**src/rtl/core/rrbc_pkg.sv**
```systemverilog
// Shared types, constants and the arctangent table function for the
// rotated rectangle bounds check. No dependencies.
`default_nettype none

package rrbc_pkg;

  // Default configuration of the trig path
  localparam int DEF_TRIG_FRAC_BITS = 24;
  localparam int DEF_CORDIC_STAGES  = 24;

  // CORDIC working formats: x/y in Q40, z in Q60
  localparam int WORK_BITS = 40;
  localparam int XY_W      = 44;
  localparam int Z_W       = 64;
  localparam int RES_W     = 14;

  // Corner coordinate width after rounding (center plus rotated offset)
  localparam int NUM_W = 36;

  // Pipeline depth outside the CORDIC chain
  localparam int FRONT_LAT = 2;
  localparam int BACK_LAT  = 8;

  localparam logic [63:0] PI_Q60   = 64'h3243F6A8885A308D;
  localparam logic [31:0] GAIN_Q32 = 32'h9B74EDA8;

  // Radians per residual step in Q60, split for two narrow multipliers
  localparam logic [63:0] PI_STEP    = PI_Q60 >> 15;
  localparam int          STEP_SPLIT = 24;
  localparam logic [22:0] STEP_HI    = PI_STEP[46:24];
  localparam logic [23:0] STEP_LO    = PI_STEP[23:0];

  localparam logic signed [XY_W-1:0] ONE_Q = XY_W'(1) << WORK_BITS;
  localparam logic signed [XY_W-1:0] GAIN_Q = XY_W'({GAIN_Q32, 8'b0});

  // Corner codes in check order
  localparam logic [1:0] CORNER_BL = 2'd0;
  localparam logic [1:0] CORNER_BR = 2'd1;
  localparam logic [1:0] CORNER_TR = 2'd2;
  localparam logic [1:0] CORNER_TL = 2'd3;

  // Rectangle carried alongside the trig computation
  typedef struct packed {
    logic signed [31:0] cx;
    logic signed [31:0] cy;
    logic [30:0]        w;
    logic [30:0]        h;
    logic [1:0]         quad;
    logic               byp;
  } item_t;

  // One CORDIC cell's contents
  typedef struct packed {
    item_t                   item;
    logic signed [XY_W-1:0]  x;
    logic signed [XY_W-1:0]  y;
    logic signed [Z_W-1:0]   z;
  } cordic_t;

  // Board outline, inclusive bounds
  typedef struct packed {
    logic signed [31:0] min_x;
    logic signed [31:0] min_y;
    logic signed [32:0] max_x;
    logic signed [32:0] max_y;
  } bounds_t;

  // atan(2^-idx) in Q60: pi/4 for idx 0, alternating power series otherwise
  function automatic logic signed [Z_W-1:0] atan_q60(input int idx);
    longint          acc;
    longint unsigned term;
    int              k;
    acc = 0;
    if (idx == 0) begin
      acc = longint'(PI_Q60 >> 2);
    end else begin
      for (k = 0; idx * (2 * k + 1) <= 60; k++) begin
        term = (64'd1 << (60 - idx * (2 * k + 1))) / 64'(2 * k + 1);
        if (k[0]) begin
          acc = acc - longint'(term);
        end else begin
          acc = acc + longint'(term);
        end
      end
    end
    return acc;
  endfunction

endpackage

`default_nettype wire

```
**src/rtl/core/rrbc_cordic_cell.sv**
```systemverilog
// One rotation-mode CORDIC micro-rotation, registered, carrying the
// rectangle along. Depends on rrbc_pkg.
`default_nettype none

module rrbc_cordic_cell #(
  parameter int SHIFT = 0
) (
  input  logic              clk,
  input  logic              rst_n,
  input  logic              vld_i,
  input  rrbc_pkg::cordic_t d_i,
  output logic              vld_o,
  output rrbc_pkg::cordic_t q_o
);
  import rrbc_pkg::*;

  localparam logic signed [Z_W-1:0] ATAN = atan_q60(SHIFT);

  logic signed [XY_W-1:0] x_in, y_in, dx, dy;
  logic signed [Z_W-1:0]  z_in;
  logic                   vld_r;
  cordic_t                q_r, q_nxt;

  // Rotate toward z = 0
  always_comb begin
    x_in = d_i.x;
    y_in = d_i.y;
    z_in = d_i.z;
    dx   = y_in >>> SHIFT;
    dy   = x_in >>> SHIFT;
    q_nxt.item = d_i.item;
    if (!z_in[Z_W-1]) begin
      q_nxt.x = x_in - dx;
      q_nxt.y = y_in + dy;
      q_nxt.z = z_in - ATAN;
    end else begin
      q_nxt.x = x_in + dx;
      q_nxt.y = y_in - dy;
      q_nxt.z = z_in + ATAN;
    end
  end

  always_ff @(posedge clk) begin
    if (!rst_n) begin
      vld_r <= 1'b0;
    end else begin
      vld_r <= vld_i;
    end
  end

  always_ff @(posedge clk) begin
    q_r <= q_nxt;
  end

  assign vld_o = vld_r;
  assign q_o   = q_r;

endmodule

`default_nettype wire

```
**config.mk**
```make
export PLATFORM = sky130hd
export DESIGN_NAME = rrbc_cordic_cell
export DESIGN_NICKNAME = d
export VERILOG_FILES = /design/src/rtl/core/rrbc_pkg.sv /design/src/rtl/core/rrbc_cordic_cell.sv
export SDC_FILE = /design/constraint.sdc
export NUM_CORES = 1
export LEC_CHECK = 0
export ABC_AREA = 1
export BUFFER_PORTS_ARGS = -buffer_cell sky130_fd_sc_hd__buf_2
export CORE_AREA = 4 4 218 220
export CTS_CLUSTER_SIZE = 16
export DETAILED_ROUTE_END_ITERATION = 10
export DIE_AREA = 0 0 222 224
export HOLD_SLACK_MARGIN = 0.06
export PLACE_DENSITY = 0.74
export RECOVER_POWER = 100
export SLEW_MARGIN = 20
export SYNTH_ARGS = -nofsm -noshare
export SYNTH_HDL_FRONTEND = slang
export SYNTH_SLANG_ARGS = --single-unit
export TNS_END_PERCENT = 30
```
**constraint.sdc**
```tcl
create_clock -name clk -period 4 [get_ports clk]
set_clock_uncertainty 0.05 [all_clocks]
set_input_delay 0.8 -clock clk [delete_from_list [all_inputs] [get_ports clk]]
set_output_delay 0.8 -clock clk [all_outputs]
set_load 0.005 [all_outputs]
```
# Word level (Yosys, flattened, before mapping)

Index checks and enable logic that the tools add are counted.
Widths: inputs -> output; s select.

Register bits after elaboration: 282
Input bits: 284
Word-level logic and storage cells: 16

Add/subtract/negate cells: 5
Mux-type cells: 1

Operator list:

| kind                   | count |
|---|---|
| $mux 152               | 1 |
| $sub 44x44->44         | 2 |
| $add 64x61->64 const B | 1 |
| $sub 64x61->64 const B | 1 |
| $add 44x44->44         | 1 |

# Depth between registers and ports, before layout

Gate-level depths: netlist (run 1).

Depth after elaboration: 2
Depth in mapped cells: 17
Mapped depth without buffers: 16

# Worst setup path before layout (run 1)

Ideal clock, no wire load.

Path type: in2reg
Start point: in d_i[63] (netlist bit)
End point: reg q_r, in the netlist q_o[59]
Library setup time: 112 ps
Arrival: 3,413 ps
Data required time: 3,838 ps
Slack: 425 ps
Stages on the path: 15
Cell sequence: inv_2 clkbuf_1 ha_1 a21oi_1 nand2_1 nand2_1 nand3_1 nand2_1 nand2_1 nand2_1 nand2_1 nand2_1 nand2_1 nand2_1 nand2_1

RTL lines:

| element                | RTL line               | source |
|---|---|---|
| start: declaration     | rrbc_cordic_cell.sv:11 | `input rrbc_pkg::cordic_t d_i,` |
| end signal: assignment | rrbc_cordic_cell.sv:52 | `q_r <= q_nxt;` |
| end: declaration       | rrbc_cordic_cell.sv:22 | `cordic_t q_r, q_nxt;` |

==> results of run 1 <==
cell type report:
type,count,share of cell area
Inverter,620,0.0890
Sequential cell,281,0.215
Tap cell,600,0.0287
Clock buffer,44,0.0362
Clock inverter,16,0.00765
Timing Repair Buffer,586,0.102
Multi-Input combinational cell,2671,0.519
Antenna cell,17,0.00163
cell families (layout without fill, tap and decap cells):
kind of cell    count (synthesis)  after routing  share of synthesized area
compound gates                379            379                     0.0977
xor+xnor                       68             68                     0.0270
fa+ha+maj                     195            195                      0.112
buf+inv                       679           1266                      0.124
flops                         281            281                      0.255
mux                             2              2                   0.000907
other cells                     0             17                          0
simple gates                 2027           2027                      0.383
power groups by stage:
stage / Clock (mW) / Sequential [mW] / Combinational [mW]
3_5_place_dp: 0 / 3.37 / 3.26
5_1_grt: 3.36 / 3.35 / 3.54
3_3_place_gp: 0 / 3.36 / 3.27
2_1_floorplan: 0 / 3.37 / 1.84
4_1_cts: 3.21 / 3.31 / 3.28
6_report: 3.18 / 3.32 / 3.26
through the flow:
| step | cells | utilization | area [µm²] | setup slack (ns) |
|---|---|---|---|---|
| final | 4835 | 0.578 | 26200 | 0.728 |
| after CTS | 4818 | 0.586 | 26500 | 1.19 |
| after detailed placement | 4758 | 0.561 | 25400 | 0.613 |
| after floorplan | 3631 | - | 22100 | 0.425 |
| after global placement | 4758 | 0.561 | 25400 | 0.642 |
| after global routing | 4831 | 0.578 | 26200 | 0.640 |
registers in the layout, summed over array words and instances, names as in the netlist:
register	count
q_o	280
vld_o	1
routing by layer:
| metal | vias to the layer above | global-route usage | routed length, µm |
|---|---|---|---|
| met5 | - | 0 | 13 |
| met4 | 2 | 0.240 | 7810 |
| met3 | 327 | 0.0713 | 8760 |
| met2 | 1324 | 0.655 | 46500 |
| met1 | 11557 | 0.447 | 37500 |
| li1 | 12340 | - | - |
cells in the final DEF, fill, tap and decap left out, types with 5 or more instances in the layout:
cell	instances
a21oi_1	186
a21oi_2	10
and2_1	8
buf_2	325
buf_4	19
clkbuf_1	243
clkbuf_16	34
clkbuf_8	6
dfxtp_1	281
diode_2	17
ha_1	191
inv_1	607
inv_2	10
nand2_1	1266
nand2_2	15
nand2_4	6
nand3_1	263
nand3_2	7
nand3b_1	6
nand4_1	29
nor2_1	337
nor2_2	47
nor2_4	6
nor3_1	27
o211ai_1	5
o21a_1	5
o21ai_0	104
o21ai_1	8
o21bai_1	46
o22ai_1	10
xor2_1	67
worst paths after layout:
check,from,to,slack [ns],depth (start not counted)
max,d_i[66],q_o[139],0.73,12
min,d_i[160],q_o[160],0.28,1
==> reports/summary.txt, run 1 <==
Cell breakdown of the critical path: clkbuf_1, inv_1, ha_1, nand2_1, o21ai_0, a21oi_1, o21ai_0, nand2_1, nand2_1, nand2_1, nand3_1, nand2_1
Share of the synthesized area in the top cell type: 0.255
Layout cells sized above 1: 0.120
Worst setup SP type: input pin
Synth Flop Type: dfxtp_1
Worst Path Required: 4.39 ns
Clock root cell: clkbuf_16
Yosys warns: 0
Fill cells: 4871
Switching pwr: 3.72 mW
Leakage power of the design: 14.4 nW
Register area share after synthesis: 0.255
Setup TNS: 0 ns
Routed len/inst: 20.8 µm
Slew HR: -0.428
P_int: 6.04 mW
Tot Pwr: 9.77 mW
Vias in the first global route: 24484
Final Hold Vio Count: 0
Failing checks: capacitance limit, slew limit
Post-synthesis instance area: 22100 µm²
Mapped Cells: 3631
Postcts setup bufs: 0
Crit path buf inv count: 2
Comb pwr share: 0.334
Footprint of the multi-input gates: 13600 µm²
Crit. End Element: flip-flop
Syn nets: 4110
Slew @ Worst Pin: 2.14 ns
Ys async rst share: 0
Status: complete, but fails checks
Fin crit period: 3.27 ns
Detailed Place HPWL: 86500 µm
Count of pins over their slew limit: 83
Peak supply drop: 342 µV
Detailed Routing Iterations Pass 1: 6
Hold slack: 0.279 ns
P&R area growth vs syn: 18.6%
EDFF count, synth: 0
Final nets: 4673
Seq cells post-synth: 281
Row Count: 78
Detailed Route WL: 101000 µm
CP top delay family: compound AO/OA/AOI/OAI gates
# Max-Cap Violations: 1
CP max stage delay: 0.60 ns
Critical path fanouts, max: 10
Synth area leader: dfxtp_1
Cts repair resizes: 0
Height of the die: 224 µm
Final setup violating endpoints: 0
Hold Path Class: input pin to flip-flop
Antenna violations before repair: 27
Total global-route track usage: 0.384
IO Port Bufs: 565
Pwr Density: 373 nW/µm²
Sw Share: 0.381
Crit path top cell by count: nand2_1
Vias per inst: 5.28
Sequential share of power: 0.340
Register area: 5630 µm²
Post-synth top cells: nand2_1, inv_1, nor2_1, dfxtp_1, nand3_1
Clock share of power: 0.326
Sink Count: 281
Final ANT Viol Nets: 0
Total gr overflow: 0
Cts bufs inserted: 34
Slowest CP cell: o21ai_0
First-pass GRT wire length: 147000 µm
Largest net degree at the start of global routing: 83
Synth cell types: 47
Initial Util: 0.487
Unrepaired setup endpoints after global routing: false
CTS tree: yes
Crit share post-route: 0.818
Core ar.: 45300 µm²
Worst EP arrival: 3.66 ns
Die X: 222 µm
Worst-path clk slew: 0.06 ns
DRC Markers: 0
Area contributors post-synth: dfxtp_1, nand2_1, ha_1, inv_1, nand3_1
Final estimated routing congestion in global placement: 1.10
Max H-tree Level: 2
Synth Area per Inst: 6.08 µm²
Max clock buf depth: 3
I/O pin count: 566
Iter 0 DRT Violations: 2421
Die area: 49700 µm²
CP Class: input pin to flip-flop
Via count: 25550
Hold-fix buffers, CTS: 0
Count leader, synth: nand2_1
Max frequency: 306 MHz
Note: power is estimated with default switching activity, not from simulation.
==> inputs of run 2 (changes only) <==
--- a/config.mk
+++ b/config.mk
@@ -5,14 +5,13 @@
 export SDC_FILE = /design/constraint.sdc
 export NUM_CORES = 1
 export LEC_CHECK = 0
-export ABC_AREA = 1
+export ABC_AREA = 0
 export BUFFER_PORTS_ARGS = -buffer_cell sky130_fd_sc_hd__buf_2
-export CORE_AREA = 4 4 218 220
+export CORE_AREA = 4 4 219 221
 export CTS_CLUSTER_SIZE = 16
 export DETAILED_ROUTE_END_ITERATION = 10
-export DIE_AREA = 0 0 222 224
+export DIE_AREA = 0 0 223 225
 export HOLD_SLACK_MARGIN = 0.06
-export PLACE_DENSITY = 0.74
 export RECOVER_POWER = 100
 export SLEW_MARGIN = 20
 export SYNTH_ARGS = -nofsm -noshare
==> constraint.sdc (replaced) <==
create_clock -name clk -period 3.1 [get_ports clk]
set_clock_uncertainty 0.05 [all_clocks]
set_input_delay 0.62 -clock clk [delete_from_list [all_inputs] [get_ports clk]]
set_output_delay 0.62 -clock clk [all_outputs]
set_load 0.005 [all_outputs]
==> run 2 against run 1 <==
Sequential power rose by 34%. Clock-buffer cell count fell by 4. Global-route usage fell by 5.3 points. The run now ends clean. Combinational power grew 57%. Synthesized cell count down 40%. Critical path depth rose by 6. Cell count decreased by 15%. Highest routed layer unchanged.
==> reports/summary.txt, run 2 <==
Largest net degree at the start of global routing: 95 (+14%)
Slew @ Worst Pin: 1.07 ns (-1.07 ns)
CTS tree: yes
Count leader, synth: dfxtp_1
First-pass GRT wire length: 130000 µm (-11%)
Worst EP arrival: 3.58 ns (-0.08 ns)
Crit. End Element: flip-flop
Critical Path Source: d_i[82]
DRC Markers: 0 (unchanged)
Fill cells: 4071 (-16%)
Post-Place Cells: 3910 (-18%)
Leakage power of the design: 14.3 nW (-0.23%)
Core ar.: 46200 µm² (+1.9%)
Hold slack: 0.0748 ns (-0.205 ns)
Detailed Place HPWL: 73000 µm (-16%)
Peak supply drop: 550 µV (+61%)
Largest register FFs: 280 (unchanged)
Crit share post-route: 0.995
Fin crit period: 3.09 ns
Most frequent cells in the layout: buf_4, buf_2, dfxtp_1, a21oi_1, ha_1
Final nets: 3941 (-16%)
Hold path depth: 1 (unchanged)
Final Hold Vio Count: 0 (unchanged)
Final setup violating endpoints: 0 (unchanged)
Synth Area per Inst: 8.14 µm² (+34%)
EDFF count, synth: 0 (unchanged)
Cts bufs inserted: 31 (-8.8%)
# Max-Cap Violations: 0 (-1)
Row Count: 79 (+1.3%)
Synth area leader: dfxtp_1
Area contributors post-synth: dfxtp_1, ha_1, a21oi_1, xnor2_1, o21ai_0
Unrepaired setup endpoints after global routing: true
Total gr overflow: 0 (unchanged)
Mapped Cells: 2161 (-40%)
I/O pin count: 566 (unchanged)
Total global-route track usage: 0.331 (-0.0531)
Hold Path Sink: q_o[217]
Worst-path clk slew: 0.06 ns (about the same)
Vias in the first global route: 21953 (-10%)
Worst Path Required: 3.60 ns (-0.79 ns)
Seq cells post-synth: 281 (unchanged)
Worst hold path startpoint: d_i[217]
Hold Path Class: input pin to flip-flop
Antenna violations before repair: 20 (-26%)
Ys async rst share: 0 (unchanged)
CP Class: input pin to flip-flop
Final ANT Viol Nets: 0 (unchanged)
Height of the die: 225 µm (+0.45%)
Sink Count: 281 (unchanged)
Tot Pwr: 13.5 mW (+38%)
Post-synth top cells: dfxtp_1, a21oi_1, ha_1, nor2_1, o21ai_0
Register area share after synthesis: 0.320 (+0.0648)
Share of the synthesized area in the top cell type: 0.320 (+0.0648)
Yosys warns: 0 (unchanged)
Detailed Routing Iterations Pass 1: 7 (+1)
Worst setup SP type: input pin
Max H-tree Level: 1 (-1)
Via count: 21722 (-15%)
Clock root cell: clkbuf_16
Most common cell after layout, fill and taps aside: buf_4
Die X: 223 µm (+0.45%)
Detailed Route WL: 88900 µm (-12%)
Layout cells sized above 1: 0.393 (+0.273)
Count of pins over their slew limit: 0 (-100%)
Iter 0 DRT Violations: 1620 (-33%)
Initial Util: 0.381 (-0.106)
Max clock buf depth: 3 (unchanged)
Final estimated routing congestion in global placement: 1.03 (-6.8%)
Syn nets: 2640 (-36%)
Die area: 50200 µm² (+0.90%)
Routed len/inst: 21.6 µm (+4.0%)
Status: completed
Pwr Density: 471 nW/µm² (+26%)
Post-synthesis instance area: 17600 µm² (-20%)
Post-Layout Cell Count: 4107 (-15%)
Synth cell types: 76 (+62%)
IO Port Bufs: 565 (unchanged)
Max frequency: 324 MHz
Slew HR: 0.286 (+0.714)
Critical path fanouts, max: 6 (-4)
Vias per inst: 5.29 (about the same)
P&R area growth vs syn: 62.9%
Synth Flop Type: dfxtp_1
## run 2: cell count changes after synthesis, sizes merged, moves of 48 or more
cell    before  now
a21o         2   84
nor2       390  166
inv        618  154
o21ai      113  161
a21oi      196  256
xnor2        1  112
nand2     1287  130
clkbuf       7   78
nand3      270   45
## run 2: cells by family (layout without fill, tap and decap cells)
logic type / count (synthesis) / after routing / share of synthesized area
compound gates: 713 / 713 / 0.251
xor+xnor: 144 / 144 / 0.0717
fa+ha+maj: 195 / 195 / 0.140
buf+inv: 256 / 1579 / 0.0555
flops: 281 / 281 / 0.320
mux: 22 / 22 / 0.0126
other cells: 0 / 16 / 0
simple gates: 550 / 550 / 0.149
## run 2: per-layer routing
layer  GRT usage  vias to the layer above  wire (µm)
met4       0.159                        4       5010
met1       0.378                    10245      33600
li1            -                    10259          -
met3      0.0585                      241       5930
met2       0.599                      973      44300
met5           0                        -         27
## run 2: worst max-delay path: stages
cell	delay (ns)
buf_2	0.09
inv_1	0.04
ha_1	0.31
buf_4	0.16
nor2b_1	0.06
o21ai_0	0.24
a221o_1	0.20
a21oi_1	0.08
buf_4	0.15
a221oi_1	0.37
o31ai_2	0.13
buf_4	0.17
o221ai_2	0.19
o21ai_1	0.09
buf_4	0.14
a21oi_1	0.17
xnor2_1	0.18
buf_4	0.17
## run 2: timing repair
action / in CTS / in global routing
buffers inserted: 3 / 0
resized for setup: 24 / 68
hold buffers: 122 / 1
endpoints found under the hold margin: 122 / 1
setup endpoints to repair: 17 / 41
pin swaps: 4 / 13
## run 2: how the worst max path moves through the flow
stage / endpoint / slack [ns] / cells after the start
after floorplan: q_o[142] / -0.12 / 12
after global placement: q_o[55] / -0.86 / 12
after detailed placement: q_o[55] / -0.85 / 12
after CTS: q_o[145] / -0.04 / 16
after global routing: q_o[61] / -0.09 / 14
final: q_o[145] / 0.01 / 18
## run 2: stage by stage
step	utilization	worst slack, ns	setup TNS (ns)	instance area, µm²
after CTS	0.614	-0.0386	-0.0559	28300
after global routing	0.621	-0.0885	-0.443	28600
after floorplan	-	-0.117	-0.768	17700
after global placement	0.562	-0.860	-36.62	26000
final	0.621	0.0143	0	28700
after detailed placement	0.562	-0.850	-38.13	26000
## run 2: area by class of cell
cell class	instances	area, µm²	share of cell area
diodes	16	40.0	0.00140
clock buffers	40	860	0.0300
clock inverters	15	208	0.00725
inverters	159	623	0.0217
multi-input cells	1624	11400	0.397
flip-flops and latches	281	5630	0.196
well taps	607	759	0.0265
repair buffers	1365	9150	0.319
## run 2: report_power, final
part	switching [mW]	leakage [nW]	total, mW	internal (mW)
Clock	1.64	0.526	3.93	2.29
Combinational	2.65	11.4	5.11	2.47
Sequential	0.268	2.37	4.44	4.17
Total	4.55	14.3	13.5	8.93
==> inputs of run 3 (changes only) <==
--- a/config.mk
+++ b/config.mk
@@ -7,11 +7,12 @@
 export LEC_CHECK = 0
 export ABC_AREA = 0
 export BUFFER_PORTS_ARGS = -buffer_cell sky130_fd_sc_hd__buf_2
-export CORE_AREA = 4 4 219 221
+export CORE_AREA = 4 4 217 219
 export CTS_CLUSTER_SIZE = 16
 export DETAILED_ROUTE_END_ITERATION = 10
-export DIE_AREA = 0 0 223 225
+export DIE_AREA = 0 0 221 223
 export HOLD_SLACK_MARGIN = 0.06
+export PLACE_DENSITY = 0.66
 export RECOVER_POWER = 100
 export SLEW_MARGIN = 20
 export SYNTH_ARGS = -nofsm -noshare
==> constraint.sdc (replaced) <==
create_clock -name clk -period 2.8 [get_ports clk]
set_clock_uncertainty 0.05 [all_clocks]
set_input_delay 0.56 -clock clk [delete_from_list [all_inputs] [get_ports clk]]
set_output_delay 0.56 -clock clk [all_outputs]
set_load 0.005 [all_outputs]
==> run 3 against run 2 <==
The run now ends with antenna rules, setup timing left. Hold slack gained 0.0063 ns. Setup slack lost 0.27 ns. Highest routed layer unchanged. Non-clock buffer count up 106. Die area fell by 1.8%. Global-route usage up 1.7 points. Via count increased by 2.3%. Cell count grew 2.5%. Clock power rose by 17%.
==> reports/summary.txt, run 3 (same netlist as run 2, synthesis figures left out) <==
Pwr Density: 514 nW/µm² (+9.2%)
First-pass GRT wire length: 135000 µm (+4.0%)
Initial Util: 0.390 (+0.00906)
Cts bufs inserted: 34 (+9.7%)
Worst setup margin: -0.256 ns (-0.271 ns)
CP max stage delay: 0.41 ns (+0.04 ns)
Routed len/inst: 21.7 µm (+0.47%)
Worst setup SP type: input pin
Max frequency: 327 MHz
Max H-tree Level: 2 (+1)
Layout cells sized above 1: 0.383 (-0.0103)
Hold slack: 0.0811 ns (+0.00628 ns)
Largest net degree at the start of global routing: 54 (-43%)
Vias per inst: 5.28 (-0.19%)
Core ar.: 45100 µm² (-2.3%)
Most frequent cells in the layout: buf_4, buf_2, dfxtp_1, clkbuf_1, a21oi_1
Final core utilization: 0.670 (+0.0495)
Die area: 49300 µm² (-1.8%)
Sink Count: 281 (unchanged)
Height of the die: 223 µm (-0.89%)
Status: complete, but fails checks
IO Port Bufs: 565 (unchanged)
Fin crit period: 3.06 ns
Cell breakdown of the critical path: buf_2, inv_1, ha_4, nor4_4, buf_4, a311o_1, a21oi_2, nor3_1, buf_4, or3_4, a311o_1, a221oi_4, mux2i_1, xnor2_1
Slew HR: 0.564 (+0.278)
Cell area after layout: 30200 µm² (+5.5%)
Count of pins over their slew limit: 0 (unchanged)
Peak supply drop: 504 µV (-8.4%)
Total global-route track usage: 0.348 (+0.0171)
Unrepaired setup endpoints after global routing: true
Placed Area: 26700 µm² (+2.9%)
Detailed Routing Iterations Pass 1: 6 (-1)
Final estimated routing congestion in global placement: 1.01 (-2.0%)
Crit share post-route: 1.09
Failing checks: antenna rules, setup timing
Slowest CP cell: a221oi_4
Post-Layout Cell Count: 4209 (+2.5%)
Final setup violating endpoints: 28 (+28)
Vias in the first global route: 22722 (+3.5%)
I/O pin count: 566 (unchanged)
Detailed Route WL: 91500 µm (+3.0%)
CP Class: input pin to flip-flop
Clock root cell: clkbuf_16
# Max-Cap Violations: 0 (unchanged)
Worst Path Required: 3.20 ns (-0.40 ns)
Hold Path Class: input pin to flip-flop
Leakage power of the design: 14.5 nW (+0.83%)
Total gr overflow: 0 (unchanged)
CTS tree: yes
Via count: 22220 (+2.3%)
P&R area growth vs syn: 71.8%
Die X: 221 µm (-0.90%)
Row Count: 78 (-1.3%)
Max clock buf depth: 3 (unchanged)
DRC Markers: 0 (unchanged)
Critical path fanouts, max: 6 (unchanged)
Post-Place Cells: 3986 (+1.9%)
Crit. End Element: flip-flop
Fill cells: 3920 (-3.7%)
Detailed Place HPWL: 74400 µm (+1.9%)
Final nets: 4051 (+2.8%)
Final Hold Vio Count: 0 (unchanged)
Most common cell after layout, fill and taps aside: buf_4
Worst EP arrival: 3.45 ns (-0.13 ns)
Antenna violations before repair: 15 (-25%)
Largest register FFs: 280 (unchanged)
Final ANT Viol Nets: 1 (+1)
Iter 0 DRT Violations: 1639 (+1.2%)
Slew @ Worst Pin: 0.654 ns (-0.417 ns)
Worst-path clk slew: 0.07 ns (about the same)
==> run 3: metal layers <==
metal	wire length, µm	global-route usage	vias up
li1	-	-	10505
met1	35200	0.406	10501
met2	45300	0.626	975
met3	6230	0.0638	235
met4	4720	0.151	4
met5	27	0	-
==> run 3: layout make-up <==
cell class | count | area (µm²) | area share
inverters | 159 | 623 | 0.0206
well taps | 600 | 751 | 0.0248
repair buffers | 1471 | 9790 | 0.324
clock inverters | 16 | 215 | 0.00712
multi-input cells | 1624 | 12200 | 0.404
diodes | 13 | 32.5 | 0.00108
clock buffers | 44 | 958 | 0.0317
flip-flops and latches | 281 | 5630 | 0.186
repair inverters | 1 | 16.3 | 0.000538
==> run 3: repair_timing <==
| item | 4_1_cts | 5_1_grt |
|---|---|---|
| hold buffers | 123 | 1 |
| endpoints found under the setup margin | 58 | 65 |
| buffers inserted | 10 | 17 |
| pin swaps | 31 | 48 |
| resized for setup | 116 | 141 |
| endpoints found under the hold margin | 123 | 1 |
| gates cloned | 1 | 0 |
==> run 3: path summary, 6_finish.rpt <==
check	startpoint	end	depth (start not counted)
min	d_i[194]	q_o[194]	1
max	d_i[83]	q_o[142]	14
==> run 3: stage by stage <==
stage	total power [mW]	worst slack (ns)	setup TNS [ns]
floorplan	7.17	-0.357	-6.76
global placement	10.4	-1.21	-65.32
detailed placement	10.5	-1.24	-65.49
CTS	15.4	-0.306	-1.80
global route	16.2	-0.333	-6.25
finish	15.5	-0.256	-2.41
==> run 3: critical path: cells and delay by family <==
kind | cells | cell delay [ns]
AO/OA/AOI/OAI | 4 | 1.33
XOR/XNOR | 1 | 0.16
adder cells (fa/ha/maj) | 1 | 0.32
buffers and inverters | 4 | 0.42
multiplexers | 1 | 0.16
AND/OR/NAND/NOR | 3 | 0.52
==> run 3: power breakdown <==
part / switching [mW] / leakage [nW] / internal (mW)
clock: 1.87 / 0.573 / 2.73
sequential: 0.298 / 2.37 / 4.62
combinational: 3.14 / 11.5 / 2.88
